<file path="config.mk">
export PLATFORM = sky130hd
export DESIGN_NAME = bounding_box_region_lookup_unit_flat
export DESIGN_NICKNAME = d
export VERILOG_FILES = /design/src/rtl/bbrl_pkg.sv /design/src/rtl/bbrl_in_if.sv /design/src/rtl/bbrl_out_if.sv /design/src/rtl/bounding_box_region_lookup_unit.sv /design/src/rtl/bbrl_front.sv /design/src/rtl/bbrl_queue.sv /design/src/rtl/bbrl_back.sv /design/src/flat_wrapper.sv
export SDC_FILE = /design/constraint.sdc
export NUM_CORES = 2
export LEC_CHECK = 0
export BUFFER_PORTS_ARGS = -buffer_cell sky130_fd_sc_hd__buf_2
export CORE_MARGIN = 2
export CORE_UTILIZATION = 57
export CTS_CLUSTER_DIAMETER = 80
export CTS_CLUSTER_SIZE = 20
export DETAILED_ROUTE_END_ITERATION = 8
export PLACE_DENSITY = 0.78
export SKIP_LAST_GASP = 1
export SYNTH_ARGS = -nofsm -noshare
export SYNTH_HDL_FRONTEND = slang
export SYNTH_HIERARCHICAL = 1
export SYNTH_SLANG_ARGS = --single-unit
</file>
<file path="constraint.sdc">
create_clock -name clk -period 9.71 [get_ports clk]
set_input_delay 2.913 -clock clk [delete_from_list [all_inputs] [get_ports clk]]
set_output_delay 2.913 -clock clk [all_outputs]
set_load 0.02 [all_outputs]
</file>
<file path="src/rtl/bbrl_pkg.sv">
// ----------------------------------------------------------------------------
// bbrl_pkg
// types and constants shared by the bounding box region lookup unit
// ----------------------------------------------------------------------------
package bbrl_pkg;

  localparam int COORD_W     = 32;
  localparam int FUNC_W      = 2;
  localparam int REGION_W    = 4;
  localparam int COUNT_W     = 5;
  localparam int CFG_IDX_W   = 1;
  localparam int CFG_DATA_W  = 5;
  localparam int QUEUE_DEPTH = 2;

  localparam logic [FUNC_W-1:0] FUNC_FIRST = 2'd0;
  localparam logic [FUNC_W-1:0] FUNC_GROW  = 2'd1;
  localparam logic [FUNC_W-1:0] FUNC_QUERY = 2'd2;

  localparam logic [CFG_IDX_W-1:0] REG_REGION_COUNT = 1'd0;
  localparam logic [CFG_IDX_W-1:0] REG_IGNORE_Z     = 1'd1;

  localparam logic signed [COORD_W-1:0] COORD_POS_MAX = 32'sh7FFF_FFFF;
  localparam logic signed [COORD_W-1:0] COORD_NEG_MIN = 32'sh8000_0000;

  typedef enum logic [1:0] {
    OP_FIRST,
    OP_GROW,
    OP_QUERY
  } op_t;

  typedef struct packed {
    op_t                        op;
    logic [REGION_W-1:0]        region;
    logic signed [COORD_W-1:0]  x;
    logic signed [COORD_W-1:0]  y;
    logic signed [COORD_W-1:0]  z;
  } item_t;

  typedef struct packed {
    logic signed [COORD_W-1:0] min_x;
    logic signed [COORD_W-1:0] min_y;
    logic signed [COORD_W-1:0] min_z;
    logic signed [COORD_W-1:0] max_x;
    logic signed [COORD_W-1:0] max_y;
    logic signed [COORD_W-1:0] max_z;
  } box_t;

  typedef struct packed {
    logic empty;
    logic full;
  } q_status_t;

endpackage

</file>
<file path="src/rtl/bbrl_in_if.sv">
// ----------------------------------------------------------------------------
// bbrl_in_if
// input channel: vertex and query transactions
// ----------------------------------------------------------------------------
interface bbrl_in_if;
  logic                                     valid;
  logic                                     ready;
  logic [bbrl_pkg::FUNC_W-1:0]              func;
  logic [bbrl_pkg::REGION_W-1:0]            region_index;
  logic signed [bbrl_pkg::COORD_W-1:0]      x_coord;
  logic signed [bbrl_pkg::COORD_W-1:0]      y_coord;
  logic signed [bbrl_pkg::COORD_W-1:0]      z_coord;

  modport source (output valid, func, region_index, x_coord, y_coord, z_coord,
                  input ready);
  modport sink (input valid, func, region_index, x_coord, y_coord, z_coord,
                output ready);
endinterface

</file>
<file path="src/rtl/bbrl_out_if.sv">
// ----------------------------------------------------------------------------
// bbrl_out_if
// result channel: query lookup transactions
// ----------------------------------------------------------------------------
interface bbrl_out_if;
  logic                            valid;
  logic                            ready;
  logic                            found;
  logic [bbrl_pkg::REGION_W-1:0]   match_index;

  modport source (output valid, found, match_index, input ready);
  modport sink (input valid, found, match_index, output ready);
endinterface

</file>
<file path="src/rtl/bounding_box_region_lookup_unit.sv">
// a first vertex is written as the engine takes it from the queue; a further
// vertex is read, merged and written back in ST_GROW; a query scans in ST_SCAN
// unless region_count is 0, and its result waits in ST_DONE until the result
// channel is free. The engine takes a new item only when idle; the box store's one
// read port scans one region per cycle; a 2-entry queue keeps the input accepting
// reset: synchronous, active high; all boxes empty, region_count 0, ignore_z 1
// ----------------------------------------------------------------------------
// bounding_box_region_lookup_unit
// per-region axis aligned boxes in q16.16 with first-match point lookup
// ----------------------------------------------------------------------------
module bounding_box_region_lookup_unit #(
  parameter int MAX_REGIONS = 16
) (
  input  logic                                 clk,
  input  logic                                 rst,
  input  logic                                 cfg_we,
  input  logic [bbrl_pkg::CFG_IDX_W-1:0]       cfg_index,
  input  logic [bbrl_pkg::CFG_DATA_W-1:0]      cfg_data,
  bbrl_in_if.sink                              item_in,
  bbrl_out_if.source                           result_out
);
  import bbrl_pkg::*;

  logic [COUNT_W-1:0]  region_count;
  logic                ignore_z;
  logic                push;
  item_t               push_item;
  logic                pop;
  item_t               head;
  q_status_t           q_stat;

  always_ff @(posedge clk) begin
    if (rst) begin
      region_count <= '0;
      ignore_z     <= 1'b1;
    end else if (cfg_we) begin
      unique case (cfg_index)
        REG_REGION_COUNT: region_count <= cfg_data[COUNT_W-1:0];
        REG_IGNORE_Z:     ignore_z     <= cfg_data[0];
        default:          ignore_z     <= ignore_z;
      endcase
    end
  end

  bbrl_front #(.MAX_REGIONS(MAX_REGIONS)) u_front (
    .item_in   (item_in),
    .q_stat    (q_stat),
    .push      (push),
    .push_item (push_item)
  );

  bbrl_queue u_queue (
    .clk       (clk),
    .rst       (rst),
    .push      (push),
    .push_item (push_item),
    .pop       (pop),
    .head      (head),
    .q_stat    (q_stat)
  );

  bbrl_back #(.MAX_REGIONS(MAX_REGIONS)) u_back (
    .clk          (clk),
    .rst          (rst),
    .q_stat       (q_stat),
    .head         (head),
    .pop          (pop),
    .region_count (region_count),
    .ignore_z     (ignore_z),
    .result_out   (result_out)
  );

  a_queue_status : assert property (@(posedge clk) disable iff (rst)
    !(q_stat.empty && q_stat.full))
    else $error("queue reports empty and full");

  a_no_pop_empty : assert property (@(posedge clk) disable iff (rst)
    pop |-> !q_stat.empty)
    else $error("engine took an item from an empty queue");

  a_miss_index : assert property (@(posedge clk) disable iff (rst)
    (result_out.valid && !result_out.found) |-> (result_out.match_index == '0))
    else $error("miss result carries a nonzero index");

  a_push_room : assert property (@(posedge clk) disable iff (rst)
    (q_stat.full && !pop) |=> !(push && $past(q_stat.full)) || pop)
    else $error("push into a full queue");

endmodule

</file>
<file path="src/rtl/bbrl_front.sv">
// ----------------------------------------------------------------------------
// bbrl_front
// accepts input transactions, drops unused codes and out of range vertices
// ----------------------------------------------------------------------------
module bbrl_front #(
  parameter int MAX_REGIONS = 16
) (
  bbrl_in_if.sink               item_in,
  input  bbrl_pkg::q_status_t   q_stat,
  output logic                  push,
  output bbrl_pkg::item_t       push_item
);
  import bbrl_pkg::*;

  logic in_range;
  logic keep;

  assign item_in.ready = !q_stat.full;
  assign in_range      = 32'(item_in.region_index) < MAX_REGIONS;

  always_comb begin
    keep             = 1'b0;
    push_item.op     = OP_QUERY;
    push_item.region = item_in.region_index;
    push_item.x      = item_in.x_coord;
    push_item.y      = item_in.y_coord;
    push_item.z      = item_in.z_coord;
    unique case (item_in.func)
      FUNC_FIRST: begin
        keep         = in_range;
        push_item.op = OP_FIRST;
      end
      FUNC_GROW: begin
        keep         = in_range;
        push_item.op = OP_GROW;
      end
      FUNC_QUERY: begin
        keep         = 1'b1;
        push_item.op = OP_QUERY;
      end
      default: begin
        keep = 1'b0;
      end
    endcase
  end

  assign push = item_in.valid && item_in.ready && keep;

endmodule

</file>
<file path="src/rtl/bbrl_queue.sv">
// ----------------------------------------------------------------------------
// bbrl_queue
// short fifo between the front classifier and the back engine
// ----------------------------------------------------------------------------
module bbrl_queue (
  input  logic                 clk,
  input  logic                 rst,
  input  logic                 push,
  input  bbrl_pkg::item_t      push_item,
  input  logic                 pop,
  output bbrl_pkg::item_t      head,
  output bbrl_pkg::q_status_t  q_stat
);
  import bbrl_pkg::*;

  localparam int PW = (QUEUE_DEPTH > 1) ? $clog2(QUEUE_DEPTH) : 1;
  localparam int CW = $clog2(QUEUE_DEPTH + 1);

  item_t          slots [QUEUE_DEPTH];
  logic [PW-1:0]  wr_ptr;
  logic [PW-1:0]  rd_ptr;
  logic [CW-1:0]  count;

  assign head         = slots[rd_ptr];
  assign q_stat.empty = count == '0;
  assign q_stat.full  = count == CW'(QUEUE_DEPTH);

  always_ff @(posedge clk) begin
    if (push) begin
      slots[wr_ptr] <= push_item;
    end
  end

  always_ff @(posedge clk) begin
    if (rst) begin
      wr_ptr <= '0;
      rd_ptr <= '0;
      count  <= '0;
    end else begin
      if (push) begin
        wr_ptr <= (wr_ptr == PW'(QUEUE_DEPTH - 1)) ? '0 : wr_ptr + 1'b1;
      end
      if (pop) begin
        rd_ptr <= (rd_ptr == PW'(QUEUE_DEPTH - 1)) ? '0 : rd_ptr + 1'b1;
      end
      if (push && !pop) begin
        count <= count + 1'b1;
      end else if (pop && !push) begin
        count <= count - 1'b1;
      end
    end
  end

endmodule

</file>
<file path="src/rtl/bbrl_back.sv">
// ----------------------------------------------------------------------------
// bbrl_back
// box store and engine: writes vertices, scans boxes for queries
// ----------------------------------------------------------------------------
module bbrl_back #(
  parameter int MAX_REGIONS = 16
) (
  input  logic                               clk,
  input  logic                               rst,
  input  bbrl_pkg::q_status_t                q_stat,
  input  bbrl_pkg::item_t                    head,
  output logic                               pop,
  input  logic [bbrl_pkg::COUNT_W-1:0]       region_count,
  input  logic                               ignore_z,
  bbrl_out_if.source                         result_out
);
  import bbrl_pkg::*;

  localparam int IW = (MAX_REGIONS > 1) ? $clog2(MAX_REGIONS) : 1;
  localparam int NW = (IW + 1 > COUNT_W) ? IW + 1 : COUNT_W;

  typedef enum logic [1:0] {
    ST_IDLE,
    ST_GROW,
    ST_SCAN,
    ST_DONE
  } state_t;

  state_t                     state;
  box_t                       mem [MAX_REGIONS];
  logic [MAX_REGIONS-1:0]     valid_bits;
  box_t                       rd_box;
  logic                       rd_valid;
  logic [IW-1:0]              scan_idx;
  logic [IW-1:0]              last_idx;
  logic [IW-1:0]              addr;
  logic signed [COORD_W-1:0]  px;
  logic signed [COORD_W-1:0]  py;
  logic signed [COORD_W-1:0]  pz;
  logic                       res_found;
  logic [REGION_W-1:0]        res_index;

  logic                       rd_en;
  logic [IW-1:0]              rd_addr;
  logic                       wr_en;
  logic [IW-1:0]              wr_addr;
  box_t                       wr_box;
  logic [NW-1:0]              cnt_ext;
  logic [NW-1:0]              n_clamped;
  logic [IW-1:0]              head_addr;
  logic [IW-1:0]              scan_next;
  logic                       hit;
  logic                       out_free;

  assign cnt_ext   = NW'(region_count);
  assign n_clamped = (cnt_ext > NW'(MAX_REGIONS)) ? NW'(MAX_REGIONS) : cnt_ext;
  assign head_addr = IW'(head.region);
  assign scan_next = (scan_idx == IW'(MAX_REGIONS - 1)) ? '0 : scan_idx + 1'b1;
  assign pop       = (state == ST_IDLE) && !q_stat.empty;
  assign out_free  = !result_out.valid || result_out.ready;

  assign hit = rd_valid
            && (rd_box.min_x <= px) && (px <= rd_box.max_x)
            && (rd_box.min_y <= py) && (py <= rd_box.max_y)
            && (ignore_z || ((rd_box.min_z <= pz) && (pz <= rd_box.max_z)));

  // read and write port control
  always_comb begin
    rd_en   = 1'b0;
    rd_addr = head_addr;
    wr_en   = 1'b0;
    wr_addr = head_addr;
    wr_box  = '{min_x: head.x, min_y: head.y, min_z: head.z,
                max_x: head.x, max_y: head.y, max_z: head.z};
    unique case (state)
      ST_IDLE: begin
        if (pop) begin
          unique case (head.op)
            OP_FIRST: wr_en = 1'b1;
            OP_GROW: rd_en = 1'b1;
            OP_QUERY: begin
              rd_en   = 1'b1;
              rd_addr = '0;
            end
            default: rd_en = 1'b0;
          endcase
        end
      end
      ST_GROW: begin
        wr_en   = 1'b1;
        wr_addr = addr;
        if (rd_valid) begin
          wr_box.min_x = (px < rd_box.min_x) ? px : rd_box.min_x;
          wr_box.min_y = (py < rd_box.min_y) ? py : rd_box.min_y;
          wr_box.min_z = (pz < rd_box.min_z) ? pz : rd_box.min_z;
          wr_box.max_x = (px > rd_box.max_x) ? px : rd_box.max_x;
          wr_box.max_y = (py > rd_box.max_y) ? py : rd_box.max_y;
          wr_box.max_z = (pz > rd_box.max_z) ? pz : rd_box.max_z;
        end else begin
          wr_box = '{min_x: px, min_y: py, min_z: pz,
                     max_x: px, max_y: py, max_z: pz};
        end
      end
      ST_SCAN: begin
        rd_en   = 1'b1;
        rd_addr = scan_next;
      end
      default: rd_en = 1'b0;
    endcase
  end

  always_ff @(posedge clk) begin
    if (wr_en) begin
      mem[wr_addr] <= wr_box;
    end
    if (rd_en) begin
      rd_box <= mem[rd_addr];
    end
  end

  always_ff @(posedge clk) begin
    if (rst) begin
      valid_bits <= '0;
      rd_valid   <= 1'b0;
    end else begin
      if (wr_en) begin
        valid_bits[wr_addr] <= 1'b1;
      end
      if (rd_en) begin
        rd_valid <= valid_bits[rd_addr];
      end
    end
  end

  always_ff @(posedge clk) begin
    if (rst) begin
      state             <= ST_IDLE;
      result_out.valid  <= 1'b0;
      result_out.found  <= 1'b0;
      result_out.match_index <= '0;
      scan_idx          <= '0;
      last_idx          <= '0;
      addr              <= '0;
      px                <= '0;
      py                <= '0;
      pz                <= '0;
      res_found         <= 1'b0;
      res_index         <= '0;
    end else begin
      if (result_out.valid && result_out.ready && state != ST_DONE) begin
        result_out.valid <= 1'b0;
      end
      unique case (state)
        ST_IDLE: begin
          if (pop) begin
            px   <= head.x;
            py   <= head.y;
            pz   <= head.z;
            addr <= head_addr;
            unique case (head.op)
              OP_FIRST: state <= ST_IDLE;
              OP_GROW: state <= ST_GROW;
              OP_QUERY: begin
                scan_idx <= '0;
                last_idx <= IW'(n_clamped - 1'b1);
                if (n_clamped == '0) begin
                  res_found <= 1'b0;
                  res_index <= '0;
                  state     <= ST_DONE;
                end else begin
                  state <= ST_SCAN;
                end
              end
              default: state <= ST_IDLE;
            endcase
          end
        end
        ST_GROW: begin
          state <= ST_IDLE;
        end
        ST_SCAN: begin
          if (hit) begin
            res_found <= 1'b1;
            res_index <= REGION_W'(scan_idx);
            state     <= ST_DONE;
          end else if (scan_idx == last_idx) begin
            res_found <= 1'b0;
            res_index <= '0;
            state     <= ST_DONE;
          end else begin
            scan_idx <= scan_next;
          end
        end
        ST_DONE: begin
          if (out_free) begin
            result_out.valid       <= 1'b1;
            result_out.found       <= res_found;
            result_out.match_index <= res_index;
            state                  <= ST_IDLE;
          end
        end
        default: state <= ST_IDLE;
      endcase
    end
  end

endmodule

</file>
<file path="src/flat_wrapper.sv">
// flat-port wrapper written by rule: the top's interface ports become plain ports
module bounding_box_region_lookup_unit_flat import bbrl_pkg::*;
#(
  parameter int MAX_REGIONS = 16
)
  (clk, rst, cfg_we, cfg_index, cfg_data, item_in_valid, item_in_func, item_in_region_index, item_in_x_coord, item_in_y_coord, item_in_z_coord, item_in_ready, result_out_valid, result_out_found, result_out_match_index, result_out_ready);
  bbrl_in_if item_in_i ();
  bbrl_out_if result_out_i ();
  input  logic clk;
  input  logic rst;
  input  logic cfg_we;
  input  logic [bbrl_pkg::CFG_IDX_W-1:0] cfg_index;
  input  logic [bbrl_pkg::CFG_DATA_W-1:0] cfg_data;
  input wire logic [$bits(item_in_i.valid)-1:0] item_in_valid;
  input wire logic [$bits(item_in_i.func)-1:0] item_in_func;
  input wire logic [$bits(item_in_i.region_index)-1:0] item_in_region_index;
  input wire logic [$bits(item_in_i.x_coord)-1:0] item_in_x_coord;
  input wire logic [$bits(item_in_i.y_coord)-1:0] item_in_y_coord;
  input wire logic [$bits(item_in_i.z_coord)-1:0] item_in_z_coord;
  output wire logic [$bits(item_in_i.ready)-1:0] item_in_ready;
  output wire logic [$bits(result_out_i.valid)-1:0] result_out_valid;
  output wire logic [$bits(result_out_i.found)-1:0] result_out_found;
  output wire logic [$bits(result_out_i.match_index)-1:0] result_out_match_index;
  input wire logic [$bits(result_out_i.ready)-1:0] result_out_ready;
  assign item_in_i.valid = item_in_valid;
  assign item_in_i.func = item_in_func;
  assign item_in_i.region_index = item_in_region_index;
  assign item_in_i.x_coord = item_in_x_coord;
  assign item_in_i.y_coord = item_in_y_coord;
  assign item_in_i.z_coord = item_in_z_coord;
  assign item_in_ready = item_in_i.ready;
  assign result_out_valid = result_out_i.valid;
  assign result_out_found = result_out_i.found;
  assign result_out_match_index = result_out_i.match_index;
  assign result_out_i.ready = result_out_ready;
  bounding_box_region_lookup_unit #(.MAX_REGIONS(MAX_REGIONS)) u_core (.clk(clk), .rst(rst), .cfg_we(cfg_we), .cfg_index(cfg_index), .cfg_data(cfg_data), .item_in(item_in_i), .result_out(result_out_i));
endmodule
</file>
==> flow_summary.yaml <==
status:
  outcome: "finished clean"
detailed_routing:
  drc: 0
  drt-vias-per-instance: 6.40
  drtIter0Drc: 13400
  wl_per_cell_um: 25.0
  antenna_left: 0
  dr.pass1.iters: 8
  routed_wl_um: 371000
  num_vias: 94900
critical_path:
  cp-end-kind: "flop"
  path_max_fanout: 203
  r2r_slack_ps: 4130
  required_ps: 10340
  cp.arrival_ps: 6210
  crit_type: "flop to flop"
  worst_setup_path_start_kind: "flop"
  reg2reg_to: "u_core/u_back/rd_box[33]$_DFFE_PP_"
  worstRegToRegCells: 12
timing:
  worst_slew_pin_slew_ps: 1390
  fmax_mhz: 179
  fin_skew_ps: 50.4
  hold_slack_ps: 480
  slew_headroom: 0.0681
  final-hold-violation-count: 0
  slew_violations: 0
  period_share: 0.574
  min_period_ps: 5580
  setup_viol_count_final: 0
  rsz0062_at_grt: "no"
layout:
  final_cell_mix: "edfxtp_1 (3,468), nand2_1 (3,370), nand3_1 (800)"
  multi_input_area_um2: 36300
  drive_gt1_frac: 0.0541
  n_fill_cell: 18700
  syn_to_final_growth_pct: 5.79
  post-route-cell-area_um2: 157000
  seq_area_um2: 107000
  final_common_cell: "edfxtp_1"
  final_nets: 11500
pwr:
  p_leak_nw: 53.8
  power_density_nw_per_um2: 305
  ir_drop_v: 0.000405
yosys:
  synthAdderAreaFrac: 0.0167
  ys.warnings.count: 6
  synth.yosys.seq_area_share: 0.724
  synth_top_flop_cell: "edfxtp_1"
  synth.ff_latch_count: 3617
  async_flop_share: 0
  synth-xor-area-share: 0.000770
  synth_fp_nets: 12000
  synth_top_family_by_area: "simple AND/OR/NAND/NOR gates"
  synth_mux_area_frac: 0.0112
  syn_inst: 11600
  synth.distinct_cells: 71
  synth_compound_area_frac: 0.0729
  synthSimpleGateAreaFrac: 0.142
  synth_edf_count: 3468
  avgSynthCellArea_um2: 12.7
  synthesis.area_um2: 148000
cts:
  postCtsSetupBuffers: 0
  numCtsBuffers: 199
  clockBufferDepth: 3
  tritoncts: "built"
  cts.htree.levels: 4
  hold_buffers: 0
  cts_resized: 0
  cts.clk_slew.worst_paths_ps: 90
  cts.sinks: 3617
  insertion_delay_ps: 910
  cts_root_buf: "clkbuf_16"
hold_path:
  hp-class: "flop to flop"
  whs_endpoint: "u_core/u_back/addr[2]$_SDFFE_PP0P_"
  min_from: "u_core/u_back/addr[2]$_SDFFE_PP0P_"
  hold_depth: 2
die:
  io-pin-count: 120
  start_util: 0.572
  fp.dieH_um: 513
  die_x_um: 513
  dieArea_um2: 264000
  design.core.area_um2: 259000
  rows: 187
placement:
  gp_congestion: 0.859
  dp.final_hpwl_um: 187000
  port_buffers: 119
  place_area_um2: 151000
global_route:
  overflow: 0
  grt_pass1_vias: 92100
  grt_max_degree: 204
  grt_pass1_wl_um: 553000
  track_usage: 0.275
  antenna_found_initial: 22
run:
  maxCapViolations: 0
[registers in the layout, indices dropped and copies added, names as in the netlist, 2 cells and up, named ones only]
register                              count
u_core/region_count                       5
u_core/u_back/addr                        4
u_core/u_back/last_idx                    4
u_core/u_back/mem                      3072
u_core/u_back/px                         32
u_core/u_back/py                         32
u_core/u_back/pz                         32
u_core/u_back/rd_box                    192
u_core/u_back/res_index                   4
u_core/u_back/result_out.match_index      4
u_core/u_back/scan_idx                    4
u_core/u_back/state                       2
u_core/u_back/valid_bits                 16
u_core/u_queue/count                      2
u_core/u_queue/slots                    204
[Yosys cell counts (6+ instances only)]
library cell | n | area, um2
ha_1 | 198 | 2480
edfxtp_1 | 3468 | 104000
o21ai_1 | 11 | 55.1
a31oi_1 | 202 | 1260
buf_2 | 196 | 981
dfxtp_1 | 149 | 2980
mux2_2 | 105 | 1180
o21ai_0 | 49 | 245
nor3_1 | 11 | 55.1
nand3_1 | 800 | 4000
a311oi_1 | 583 | 5110
a21o_1 | 29 | 218
buf_1 | 8 | 30.0
nor4_1 | 7 | 43.8
nand4bb_1 | 6 | 67.6
inv_1 | 201 | 754
xnor2_1 | 8 | 70.1
clkbuf_1 | 548 | 2060
a22o_1 | 6 | 52.6
buf_6 | 9 | 101
mux2i_1 | 47 | 470
a211oi_1 | 8 | 60.1
a21oi_1 | 677 | 3390
and3_1 | 387 | 2420
o211ai_1 | 7 | 52.6
buf_4 | 101 | 758
and4_1 | 7 | 61.3
nor2b_1 | 14 | 87.6
nand4_1 | 35 | 219
nor2_1 | 312 | 1170
nand2b_1 | 11 | 68.8
nand2_1 | 3373 | 12700
[layer usage]
metal,vias up,global-route usage,share of wire
li1,41600,-,-
met1,46500,0.366,0.37
met2,5824,0.458,0.49
met3,873,0.0390,0.10
met4,4,0.115,0.040
met5,-,0,0.000073
[how the worst max path moves through the flow]
stage	slack (ps)	cells past startpoint	end	startpoint
2_1_floorplan	-720	9	u_core/u_back/mem[11][0]$_DFFE_PP_	flop
3_3_place_gp	4290	5	u_core/u_queue/slots[1][54]$_DFFE_PP_	item_in_func[1]
3_5_place_dp	4270	5	u_core/u_queue/slots[1][54]$_DFFE_PP_	item_in_func[1]
4_1_cts	4220	12	u_core/u_back/rd_box[33]$_DFFE_PP_	flop
5_1_grt	3880	12	u_core/u_back/rd_box[33]$_DFFE_PP_	flop
6_report	4130	12	u_core/u_back/rd_box[33]$_DFFE_PP_	flop
[worst max-delay path, stage by stage (launching register included)]
cell	delay [ps]
dfxtp_4	680
mux2_2	440
ha_1	260
nor2b_1	150
o21bai_1	550
a21o_4	780
buf_4	480
buf_12	580
nand2_1	100
and3_1	200
a311oi_1	270
a311oi_1	100
a21oi_1	430
[stage by stage]
step / TNS (ps) / cells / worst slack [ps] / total power, mW / utilization
after floorplan: -1948960 / 11600 / -719 / 33.8 / -
after global placement: 0 / 14400 / 4290 / 38.0 / 0.582
after detailed placement: 0 / 14400 / 4270 / 38.8 / 0.582
after CTS: 0 / 14800 / 4220 / 47.4 / 0.605
after global routing: 0 / 14800 / 3880 / 49.8 / 0.605
final: 0 / 14800 / 4130 / 47.7 / 0.605
[cell type report]
cell class / count / area share
antenna: 17 / 0.000272
clock buffer: 359 / 0.0362
clock inverter: 11 / 0.00113
inverter: 201 / 0.00484
multi-input combinational: 6960 / 0.232
sequential: 3617 / 0.684
tap: 3402 / 0.0272
timing repair buffer: 250 / 0.0140
[logic make-up (layout without fill, tap and decap cells)]
logic type      after synthesis  count (layout)
compound gates             1610            1610
mux                         152             152
other cells                   0              17
buf+inv                    1066             821
fa+ha+maj                   198             198
simple gates               4987            4987
flops                      3617            3617
xor+xnor                     13              13
[power breakdown]
group / leakage, nW / internal, mW / switching (mW) / total (mW)
clock network: 2.76 / 3.99 / 4.77 / 8.76
registers: 32.5 / 21.0 / 0.635 / 21.6
logic: 18.5 / 4.68 / 12.6 / 17.3
(Power assumes the default switching activity.)
